$ cat src/bb3_pkg.sv
// shared constants and types for the edge-aware 3x3 box blur
package bb3_pkg;

    localparam int MAX_WIDTH = 1024;
    localparam int CHANNEL_BITS = 8;

    localparam int COL_BITS = $clog2(MAX_WIDTH);
    // counts that can hold the width plus one (fill count, pending results)
    localparam int CNT_BITS = COL_BITS + 1;
    localparam int WIDTH_BITS = 11;
    localparam int HEIGHT_BITS = 12;

    localparam int CFG_INDEX_BITS = 1;
    localparam int CFG_DATA_BITS = 12;
    localparam logic [CFG_INDEX_BITS-1:0] REG_IMAGE_WIDTH = CFG_INDEX_BITS'(0);
    localparam logic [CFG_INDEX_BITS-1:0] REG_IMAGE_HEIGHT = CFG_INDEX_BITS'(1);
    localparam logic [WIDTH_BITS-1:0] IMAGE_WIDTH_RESET = WIDTH_BITS'(640);
    localparam logic [HEIGHT_BITS-1:0] IMAGE_HEIGHT_RESET = HEIGHT_BITS'(480);

    localparam logic CMD_PIXEL = 1'b0;
    localparam logic CMD_DRAIN = 1'b1;

    // nine taps of at most full scale fit in four extra bits
    localparam int SUM_BITS = CHANNEL_BITS + 4;

    localparam int WIN_TAPS = 9;

    typedef struct packed {
        logic [CHANNEL_BITS-1:0] red;
        logic [CHANNEL_BITS-1:0] green;
        logic [CHANNEL_BITS-1:0] blue;
    } pix_t;

    // tap index is column slot * 3 + row slot, column slot 2 is the newest
    typedef pix_t [WIN_TAPS-1:0] win_t;

    typedef struct packed {
        logic row_above;
        logic row_below;
        logic col_left;
        logic col_right;
        logic frame_end;
    } mean_ctl_t;

endpackage

$ cat src/bb3_out_if.sv
// result channel: valid, ready and one averaged pixel word
interface bb3_out_if;
    logic                             valid;
    logic                             ready;
    logic [bb3_pkg::CHANNEL_BITS-1:0] red_out;
    logic [bb3_pkg::CHANNEL_BITS-1:0] green_out;
    logic [bb3_pkg::CHANNEL_BITS-1:0] blue_out;
    logic                             frame_end;

    modport source (
        output valid,
        output red_out,
        output green_out,
        output blue_out,
        output frame_end,
        input  ready
    );

    modport sink (
        input  valid,
        input  red_out,
        input  green_out,
        input  blue_out,
        input  frame_end,
        output ready
    );
endinterface

$ cat src/bb3_mean.sv
// masked window sum, divide by neighbor count and result output register
module bb3_mean (
    input  logic                clk,
    input  logic                rst_n,
    input  logic                load,
    input  bb3_pkg::win_t       window,
    input  bb3_pkg::mean_ctl_t  ctl,
    bb3_out_if.source           result,
    output logic                full
);

    localparam int RECIP_SHIFT = bb3_pkg::SUM_BITS + 3;
    localparam int RECIP_BITS = RECIP_SHIFT + 1;
    localparam int PROD_BITS = bb3_pkg::SUM_BITS + RECIP_BITS;
    // reciprocals rounded up; exact floor for every sum below 2**SUM_BITS
    localparam logic [RECIP_BITS-1:0] RECIP_1 = RECIP_BITS'(64'd1 << RECIP_SHIFT);
    localparam logic [RECIP_BITS-1:0] RECIP_2 = RECIP_BITS'(64'd1 << (RECIP_SHIFT - 1));
    localparam logic [RECIP_BITS-1:0] RECIP_4 = RECIP_BITS'(64'd1 << (RECIP_SHIFT - 2));
    localparam logic [RECIP_BITS-1:0] RECIP_3 =
        RECIP_BITS'(((64'd1 << RECIP_SHIFT) + 64'd2) / 64'd3);
    localparam logic [RECIP_BITS-1:0] RECIP_6 =
        RECIP_BITS'(((64'd1 << RECIP_SHIFT) + 64'd5) / 64'd6);
    localparam logic [RECIP_BITS-1:0] RECIP_9 =
        RECIP_BITS'(((64'd1 << RECIP_SHIFT) + 64'd8) / 64'd9);

    logic [bb3_pkg::SUM_BITS-1:0]     sum_red;
    logic [bb3_pkg::SUM_BITS-1:0]     sum_green;
    logic [bb3_pkg::SUM_BITS-1:0]     sum_blue;
    logic [2:0]                       col_ok;
    logic [2:0]                       row_ok;
    logic [1:0]                       rows_cnt;
    logic [1:0]                       cols_cnt;
    logic [RECIP_BITS-1:0]            recip;

    logic                             sum_valid_reg;
    logic                             sum_valid_next;
    logic [bb3_pkg::SUM_BITS-1:0]     sum_red_reg;
    logic [bb3_pkg::SUM_BITS-1:0]     sum_green_reg;
    logic [bb3_pkg::SUM_BITS-1:0]     sum_blue_reg;
    logic [RECIP_BITS-1:0]            recip_reg;
    logic                             sum_end_reg;

    logic                             out_valid_reg;
    logic                             out_valid_next;
    logic [bb3_pkg::CHANNEL_BITS-1:0] out_red_reg;
    logic [bb3_pkg::CHANNEL_BITS-1:0] out_green_reg;
    logic [bb3_pkg::CHANNEL_BITS-1:0] out_blue_reg;
    logic                             out_end_reg;

    logic                             advance;
    logic [PROD_BITS-1:0]             prod_red;
    logic [PROD_BITS-1:0]             prod_green;
    logic [PROD_BITS-1:0]             prod_blue;

    assign col_ok = {ctl.col_right, 1'b1, ctl.col_left};
    assign row_ok = {ctl.row_below, 1'b1, ctl.row_above};

    always_comb
    begin
        sum_red = '0;
        sum_green = '0;
        sum_blue = '0;
        for (int c = 0; c < 3; c++)
        begin
            for (int r = 0; r < 3; r++)
            begin
                if (col_ok[c] && row_ok[r])
                begin
                    sum_red = sum_red + bb3_pkg::SUM_BITS'(window[c * 3 + r].red);
                    sum_green = sum_green + bb3_pkg::SUM_BITS'(window[c * 3 + r].green);
                    sum_blue = sum_blue + bb3_pkg::SUM_BITS'(window[c * 3 + r].blue);
                end
            end
        end
    end

    assign rows_cnt = {1'b0, ctl.row_above} + {1'b0, ctl.row_below};
    assign cols_cnt = {1'b0, ctl.col_left} + {1'b0, ctl.col_right};

    // divisor is (rows_cnt + 1) * (cols_cnt + 1)
    always_comb
    begin
        unique case ({rows_cnt, cols_cnt})
            4'b0000:          recip = RECIP_1;
            4'b0001, 4'b0100: recip = RECIP_2;
            4'b0010, 4'b1000: recip = RECIP_3;
            4'b0101:          recip = RECIP_4;
            4'b0110, 4'b1001: recip = RECIP_6;
            4'b1010:          recip = RECIP_9;
            default:          recip = RECIP_1;
        endcase
    end

    assign advance = sum_valid_reg && (!out_valid_reg || result.ready);
    assign full = sum_valid_reg && out_valid_reg;

    always_comb
    begin
        sum_valid_next = sum_valid_reg;
        if (load)
        begin
            sum_valid_next = 1'b1;
        end
        else if (advance)
        begin
            sum_valid_next = 1'b0;
        end
    end

    always_comb
    begin
        out_valid_next = out_valid_reg;
        if (advance)
        begin
            out_valid_next = 1'b1;
        end
        else if (result.ready)
        begin
            out_valid_next = 1'b0;
        end
    end

    assign prod_red = PROD_BITS'(sum_red_reg) * PROD_BITS'(recip_reg);
    assign prod_green = PROD_BITS'(sum_green_reg) * PROD_BITS'(recip_reg);
    assign prod_blue = PROD_BITS'(sum_blue_reg) * PROD_BITS'(recip_reg);

    always_ff @(posedge clk or negedge rst_n)
    begin
        if (!rst_n)
        begin
            sum_valid_reg <= 1'b0;
            out_valid_reg <= 1'b0;
        end
        else
        begin
            sum_valid_reg <= sum_valid_next;
            out_valid_reg <= out_valid_next;
        end
    end

    always_ff @(posedge clk)
    begin
        if (load)
        begin
            sum_red_reg <= sum_red;
            sum_green_reg <= sum_green;
            sum_blue_reg <= sum_blue;
            recip_reg <= recip;
            sum_end_reg <= ctl.frame_end;
        end
        if (advance)
        begin
            out_red_reg <= prod_red[RECIP_SHIFT +: bb3_pkg::CHANNEL_BITS];
            out_green_reg <= prod_green[RECIP_SHIFT +: bb3_pkg::CHANNEL_BITS];
            out_blue_reg <= prod_blue[RECIP_SHIFT +: bb3_pkg::CHANNEL_BITS];
            out_end_reg <= sum_end_reg;
        end
    end

    assign result.valid = out_valid_reg;
    assign result.red_out = out_red_reg;
    assign result.green_out = out_green_reg;
    assign result.blue_out = out_blue_reg;
    assign result.frame_end = out_end_reg;

    // the shift interlock leaves the sum stage empty whenever a new sum arrives
    assert property (@(posedge clk) disable iff (!rst_n) load |-> !sum_valid_reg)
        else $error("sum stage overwritten");

    assert property (@(posedge clk) disable iff (!rst_n)
        advance |=> out_valid_reg)
        else $error("sum moved on but output register empty");

    assert property (@(posedge clk) disable iff (!rst_n)
        (full && !result.ready) |=> full)
        else $error("stalled result pipeline lost a word");

endmodule

$ cat src/flat_wrapper.sv
// flat-port wrapper written by rule: the top's interface ports become plain ports
module bb3_mean_flat 
  (clk, rst_n, load, window, ctl, full, result_valid, result_red_out, result_green_out, result_blue_out, result_frame_end, result_ready);
  bb3_out_if result_i ();
  input  logic clk;
  input  logic rst_n;
  input  logic load;
  input  bb3_pkg::win_t window;
  input  bb3_pkg::mean_ctl_t ctl;
  output logic full;
  output wire logic [$bits(result_i.valid)-1:0] result_valid;
  output wire logic [$bits(result_i.red_out)-1:0] result_red_out;
  output wire logic [$bits(result_i.green_out)-1:0] result_green_out;
  output wire logic [$bits(result_i.blue_out)-1:0] result_blue_out;
  output wire logic [$bits(result_i.frame_end)-1:0] result_frame_end;
  input wire logic [$bits(result_i.ready)-1:0] result_ready;
  assign result_valid = result_i.valid;
  assign result_red_out = result_i.red_out;
  assign result_green_out = result_i.green_out;
  assign result_blue_out = result_i.blue_out;
  assign result_frame_end = result_i.frame_end;
  assign result_i.ready = result_ready;
  bb3_mean u_core (.clk(clk), .rst_n(rst_n), .load(load), .window(window), .ctl(ctl), .result(result_i), .full(full));
endmodule
$ cat config.mk
export PLATFORM = sky130hd
export DESIGN_NAME = bb3_mean_flat
export DESIGN_NICKNAME = d
export VERILOG_FILES = /design/src/bb3_pkg.sv /design/src/bb3_out_if.sv /design/src/bb3_mean.sv /design/src/flat_wrapper.sv
export SDC_FILE = /design/constraint.sdc
export NUM_CORES = 1
export LEC_CHECK = 0
export ABC_AREA = 1
export BUFFER_PORTS_ARGS = -buffer_cell sky130_fd_sc_hd__buf_2
export CAP_MARGIN = 15
export CELL_PAD_IN_SITES_DETAIL_PLACEMENT = 0
export CELL_PAD_IN_SITES_GLOBAL_PLACEMENT = 1
export CORE_MARGIN = 2
export CORE_UTILIZATION = 46
export DETAILED_ROUTE_END_ITERATION = 8
export PLACE_DENSITY = 0.88
export SLEW_MARGIN = 20
export SYNTH_ARGS = -nofsm -noshare
export SYNTH_HDL_FRONTEND = slang
export SYNTH_SLANG_ARGS = --single-unit
$ cat constraint.sdc
create_clock -name clk -period 7.06 [get_ports clk]
set_clock_uncertainty 0.1 [all_clocks]
set_input_delay 0.706 -clock clk [delete_from_list [all_inputs] [get_ports clk]]
set_output_delay 0.706 -clock clk [all_outputs]
set_load 0.02 [all_outputs]
-- Word-level counts from Yosys, hierarchy flattened
Memories as Yosys holds them, arrays and structs flattened. A register that Yosys moved wholly into a read port is not among the register bits.
Cells that the tools add are included.
- register bits: 64
- memory bits (read-only): 256
- input bits: 225
- output and inout port bits: 27
- memories kept: 1
- add/sub/neg operators: 26
- $mul: 3
- multiplexer cells: 28
- reduce and logical (&&, ||, !) cells: 10
- memories (name ; words ; width ; rd ports ; clocked after Yosys merged registers in ; wr ports ; RTL line ; text):
    (name not given) ; 16 ; 16 ; 1 ; 1 ; 0 ; bb3_mean.sv:83 ; unique case ({rows_cnt, cols_cnt})
- operators by type and width (cell ; count):
    $add 12x8->12 ; 22
    $mux 12 ; 21
    $mul 12x16->23 ; 3
    $mux 8 ; 3
    $add 8x8->9 ; 2
    $logic_and 1x1->1 ; 6
    $add 1x1->2 ; 2
    $mux 1 ; 4
    $reduce_bool 2->1 ; 2
    $logic_not 1->1 ; 1
    $logic_or 1x1->1 ; 1

-- Depth between registers and ports, before layout
- depth in word-level cells: 17
- gate-level depth with buffers: 61
- gate-level depth less buffers: 58

-- Worst setup path before layout
OpenSTA, ideal clock, no wires.
- path kind: input to register
- start point: input ctl[2] in the netlist's numbering
- end point: register u_core.sum_red_reg[11] in the netlist's numbering (data pin)
- library setup time: 0.252 ns
- arrival: 9.116 ns
- data required time: 6.708 ns
- path slack: -2.408 ns
- cell stages on the path: 44
- path buffers: 4
- cell sequence: buf_6 buf_2 clkbuf_1 nand2_1 clkbuf_1 nor2_1 ha_1 inv_1 fa_1 nor2_1 fa_1 o21ai_0 fa_1 o21ai_0 inv_1 fa_1 fa_1 or2_2 [8 not listed] inv_1 o21ai_0 xor2_1 o21ai_0 ha_1 nand2_1 o21ai_0 a21oi_1 o21bai_1 nand2_1 a21oi_1 nand3_1 nor2_2 nand2_1 nand2_1 nand2_1 nand2_1 nand2_1
- longest elaborated chain between the ends: 17
- elaborated cells on any way between the ends: 18
- RTL lines (item ; RTL line ; text):
    start, declared ; flat_wrapper.sv:9 ; input bb3_pkg::mean_ctl_t ctl;
    $logic_and 1x1->1 ; bb3_mean.sv:67 ; if (col_ok[c] && row_ok[r])
    $mux 8 ; bb3_mean.sv:67 ;
    $add 12x8->12 ; bb3_mean.sv:69 ; sum_red = sum_red + bb3_pkg::SUM_BITS'(window[c * 3 + r].red);
    $mux 12 ; bb3_mean.sv:67 ;
    $add 12x8->12 ; bb3_mean.sv:69 ;
    $mux 12 * ; bb3_mean.sv:67 ;
    $add 12x8->12 ; bb3_mean.sv:69 ;
    $mux 12 * ; bb3_mean.sv:67 ;
    [2 not listed] ; n/a ;
    $mux 12 * ; bb3_mean.sv:67 ;
    $add 12x8->12 ; bb3_mean.sv:69 ;
    $mux 12 * ; bb3_mean.sv:67 ;
    $add 12x8->12 ; bb3_mean.sv:69 ;
    $mux 12 * ; bb3_mean.sv:67 ;
    $add 12x8->12 ; bb3_mean.sv:69 ;
    $mux 12 * ; bb3_mean.sv:67 ;
    net u_core.sum_red, one bit ; bb3_mean.sv:26 ; logic [bb3_pkg::SUM_BITS-1:0] sum_red;
    end signal, assigned ; bb3_mean.sv:145 ; sum_red_reg <= sum_red;
    end, declared ; bb3_mean.sv:37 ; logic [bb3_pkg::SUM_BITS-1:0] sum_red_reg;
The timed path passes the listed nets; every way through them passes the cells marked *.
A chain may end at the register's enable or synchronous reset.

-- Final worst setup path
- start point: input ctl[4] in the netlist's numbering
- end point: register u_core.sum_green_reg[11] in the netlist's numbering (data pin)
- longest elaborated chain between the ends: 17
- elaborated cells on any way between the ends: 18
- RTL lines (item ; RTL line ; text):
    $logic_and 1x1->1 ; bb3_mean.sv:67 ;
    $mux 8 ; bb3_mean.sv:67 ;
    $add 8x8->9 ; bb3_mean.sv:70 ; sum_green = sum_green + bb3_pkg::SUM_BITS'(window[c * 3 + r].green);
    $mux 12 ; bb3_mean.sv:67 ;
    $add 12x8->12 ; bb3_mean.sv:70 ;
    $mux 12 ; bb3_mean.sv:67 ;
    $add 12x8->12 ; bb3_mean.sv:70 ;
    $mux 12 ; bb3_mean.sv:67 ;
    $add 12x8->12 (2 in series) ; bb3_mean.sv:70 ;
    $mux 12 ; bb3_mean.sv:67 ;
    $add 12x8->12 ; bb3_mean.sv:70 ;
    $mux 12 * ; bb3_mean.sv:67 ;
    $add 12x8->12 ; bb3_mean.sv:70 ;
    $mux 12 * ; bb3_mean.sv:67 ;
    $add 12x8->12 ; bb3_mean.sv:70 ;
    $mux 12 * ; bb3_mean.sv:67 ;
    net u_core.sum_green, one bit ; bb3_mean.sv:27 ; logic [bb3_pkg::SUM_BITS-1:0] sum_green;
    end signal, assigned ; bb3_mean.sv:146 ; sum_green_reg <= sum_green;
    end, declared ; bb3_mean.sv:38 ; logic [bb3_pkg::SUM_BITS-1:0] sum_green_reg;
Marks and branches as above.

==> impl_results.md <==
- Total GRT Usage: about a quarter
- Outcome: complete, but fails checks
- Die height: 244.1 um
- Most common cell after layout, fill and taps aside: inv_1
- Synth unique cells: between 50 and 60
- # H-tree levels: 3
- Largest stage delay, worst path: between 500 and 600 ps
- Critical path's top delay family: adder cells
- Drt pass-1 iters: 5
- # rows: 87
- Core area: between 0.05 and 0.06 mm2
- Simple-gate share of the synthesized area: a little under a fifth
- Flop2flop setup slack: slightly below 1000 ps
- Max clock buf depth: 2
- CP bufs+invs: 8
- Slew @ Worst Pin: approximately 1000 ps
- IO Pins: approximately 250
- Via count: approximately 25000
- DRT Wirelength: about 80000 um
- Synthesized area per cell: about 7.5 um2
- Unrepaired setup endpoints after global routing: yes
- Initial Util: between 40% and 50%
- Worst-skew pair later-pin latency: 400 ps
- Layout Cells excl Fill: roughly 5000
- Ys async rst share: under 10%
- Total gr overflow: 0
- MaxCap Viol Count: 0
- Seq/Total Area, Yosys: under 10%
- Root Buffer: clkbuf_16
- Num CTS Buffers: 9
- R2R cell count: 24
- Final setup viols: 27
- First DRT Iteration DRCs: 1067
- Width of the chip: 244.1 um
- I/O Buffers: around 250
- First-pass GRT wire length: approximately 120000 um
- Final hold slack: between 300 and 400 ps
- Setup crit end kind: flip-flop
- Mapped Cells: 3551
- Worst Hold End: u_core.result.frame_end
- CTS tree: built
- Layout Nets: roughly 5200
- Final hold violation count: 0
- Main combinational cell family by area after synthesis: adder cells
- Place WS: -1556 ps
- Worst EP arrival: just over 8000 ps
- GP Congestion: roughly 0.97
- Synthesized flop and latch total: 72
- Mapped Nets: approximately 4500
- Clk slew on worst S/H paths: ~80 ps
- WL/cell: ~15 um
- Critical Path RT: 7110 ps
- Hold_sp: u_core.sum_end_reg
- Yosys Warn Count: 0
- Dpl hpwl: approximately 64000 um
- Die ar.: around 0.06 mm2
- Layout cell share with drive strength beyond 1: 30.85%
- Vias in the first global route: approximately 25000
- Most Frequent Cell on Critical Path: nand2_1
- EDFF count, synth: 70
- R2R Path End: u_core.result.blue_out[6]
- Kind of start point of the critical path: primary input
- Crit Reg-Reg Startpoint: u_core.recip_reg[12]
- Antenna-violating nets left: 0
- Most frequent cells in the layout: inv_1 (834), nand2_1 (706), buf_4 (557)
- Synth Area in Compound Gates: 10.35%
- Hold WC Path Type: reg -> reg
- Slowest CP cell: fa_2
- Placed Cells: approximately 5000
- Worst Path Max Fanout: 6
- Post-synthesis mux area share: 0%
- Final period util: 115.4%
- Tmin final: just over 8000 ps
- Hold Path Stages: 0
- Synth Flop Type: edfxtp_1
- Max-slew headroom: 30.59%
- Kind of critical path: in -> reg
- CTS Sinks: a little over 70
- Failing checks: setup timing
- Layout area overhead: 32.88%
- Largest net degree at the start of global routing: 47
- Fin worst setup slack: -1089 ps
- Cell area after synthesis: 0.02651 mm2
- Crit path from: ctl[4]
- Xor and xnor area share after synthesis: under 10%
- Max Fclk: roughly 120 MHz
- DR vias/cell: 4.893
- Post-Synth Adder-Cell Area: between 40% and 50%
- DRC: 0
- Initial antenna violation count: 36
- Max-slew violations: 0
[cells by family (layout without fill, tap and decap cells)]
group           Yosys count  in the layout
fa+ha+maj               703            703
flops                    72             72
xor+xnor                145            145
compound gates          507            507
buf+inv                 979           1729
other cells               0             16
simple gates           1145           1145
[area by class of cell]
class,count,area [um2]
fill,4958,21490
antenna,16,40.04
sequential,72,2152
timing repair buffer,820,5600
tap,756,945.9
clock inverter,7,85.08
clock buffer,9,225.2
multi-input combinational,2500,22830
inverter,893,3352
[worst max-delay path by stage]
stage / to / cells past startpoint
2_1_floorplan: u_core.sum_green_reg[11] / 47
3_3_place_gp: u_core.sum_green_reg[11] / 54
3_5_place_dp: u_core.sum_green_reg[11] / 51
4_1_cts: u_core.sum_green_reg[11] / 45
5_1_grt: u_core.sum_green_reg[11] / 50
6_report: u_core.sum_green_reg[11] / 49
[worst reg2reg max path: stages (launching register included)]
cell	delay, ps
edfxtp_1	940
nand2_1	330
fa_1	580
inv_1	90
ha_1	130
inv_1	40
fa_1	470
inv_1	60
fa_1	550
fa_1	430
ha_1	300
nand2_1	80
nor2_1	50
a211oi_1	220
o41ai_1	160
a31oi_1	230
o21ai_0	120
nand2_1	80
nand3_1	100
nand2_1	90
nand2_1	80
a21oi_1	270
inv_1	70
a21oi_1	160
xnor2_1	80
[cell usage after synthesis, types with 13 or more instances]
cell / number / area (um2)
clkbuf_1: 62 / 232.7
a21oi_1: 217 / 1086
nor2_1: 141 / 529.3
ha_1: 322 / 4029
fa_1: 381 / 7627
nand2_2: 46 / 287.8
buf_1: 14 / 52.55
a31oi_1: 18 / 112.6
nand4_1: 28 / 175.2
xnor2_1: 56 / 490.5
xor2_1: 89 / 779.5
or2_2: 15 / 93.84
nand3_2: 24 / 240.2
o21ai_0: 191 / 955.9
a21o_1: 13 / 97.59
nor3_1: 15 / 75.07
edfxtp_1: 70 / 2102
inv_1: 880 / 3303
nand2_1: 735 / 2759
nand3_1: 109 / 545.5
[timing repair]
action,in CTS,in global routing
resized for setup,161,265
hold endpoints to repair,2,0
pin swaps,119,252
setup endpoints to repair,27,30
buffers inserted,78,61
hold buffers,1,0
[routing by layer]
metal / GRT usage (%) / wire (um) / up-vias
met3: 5.970 / 5202 / 192
met1: 30.17 / 30940 / 11540
met5: 0 / 287 / -
met4: 8.142 / 2657 / 44
li1: - / - / 12430
met2: 45.59 / 38680 / 619
[stage by stage]
stage / util [%] / cell area (um2) / setup TNS, ps
2_1_floorplan: - / 27000 / -22950
3_3_place_gp: 56.50 / 32040 / -27140
3_5_place_dp: 56.50 / 32040 / -31940
4_1_cts: 59.11 / 33530 / -15160
5_1_grt: 62.07 / 35200 / -28610
6_report: 62.12 / 35230 / -17420
Power is not shown: default switching activity piles up to over one toggle a cycle in this logic, so the estimate is an artifact.
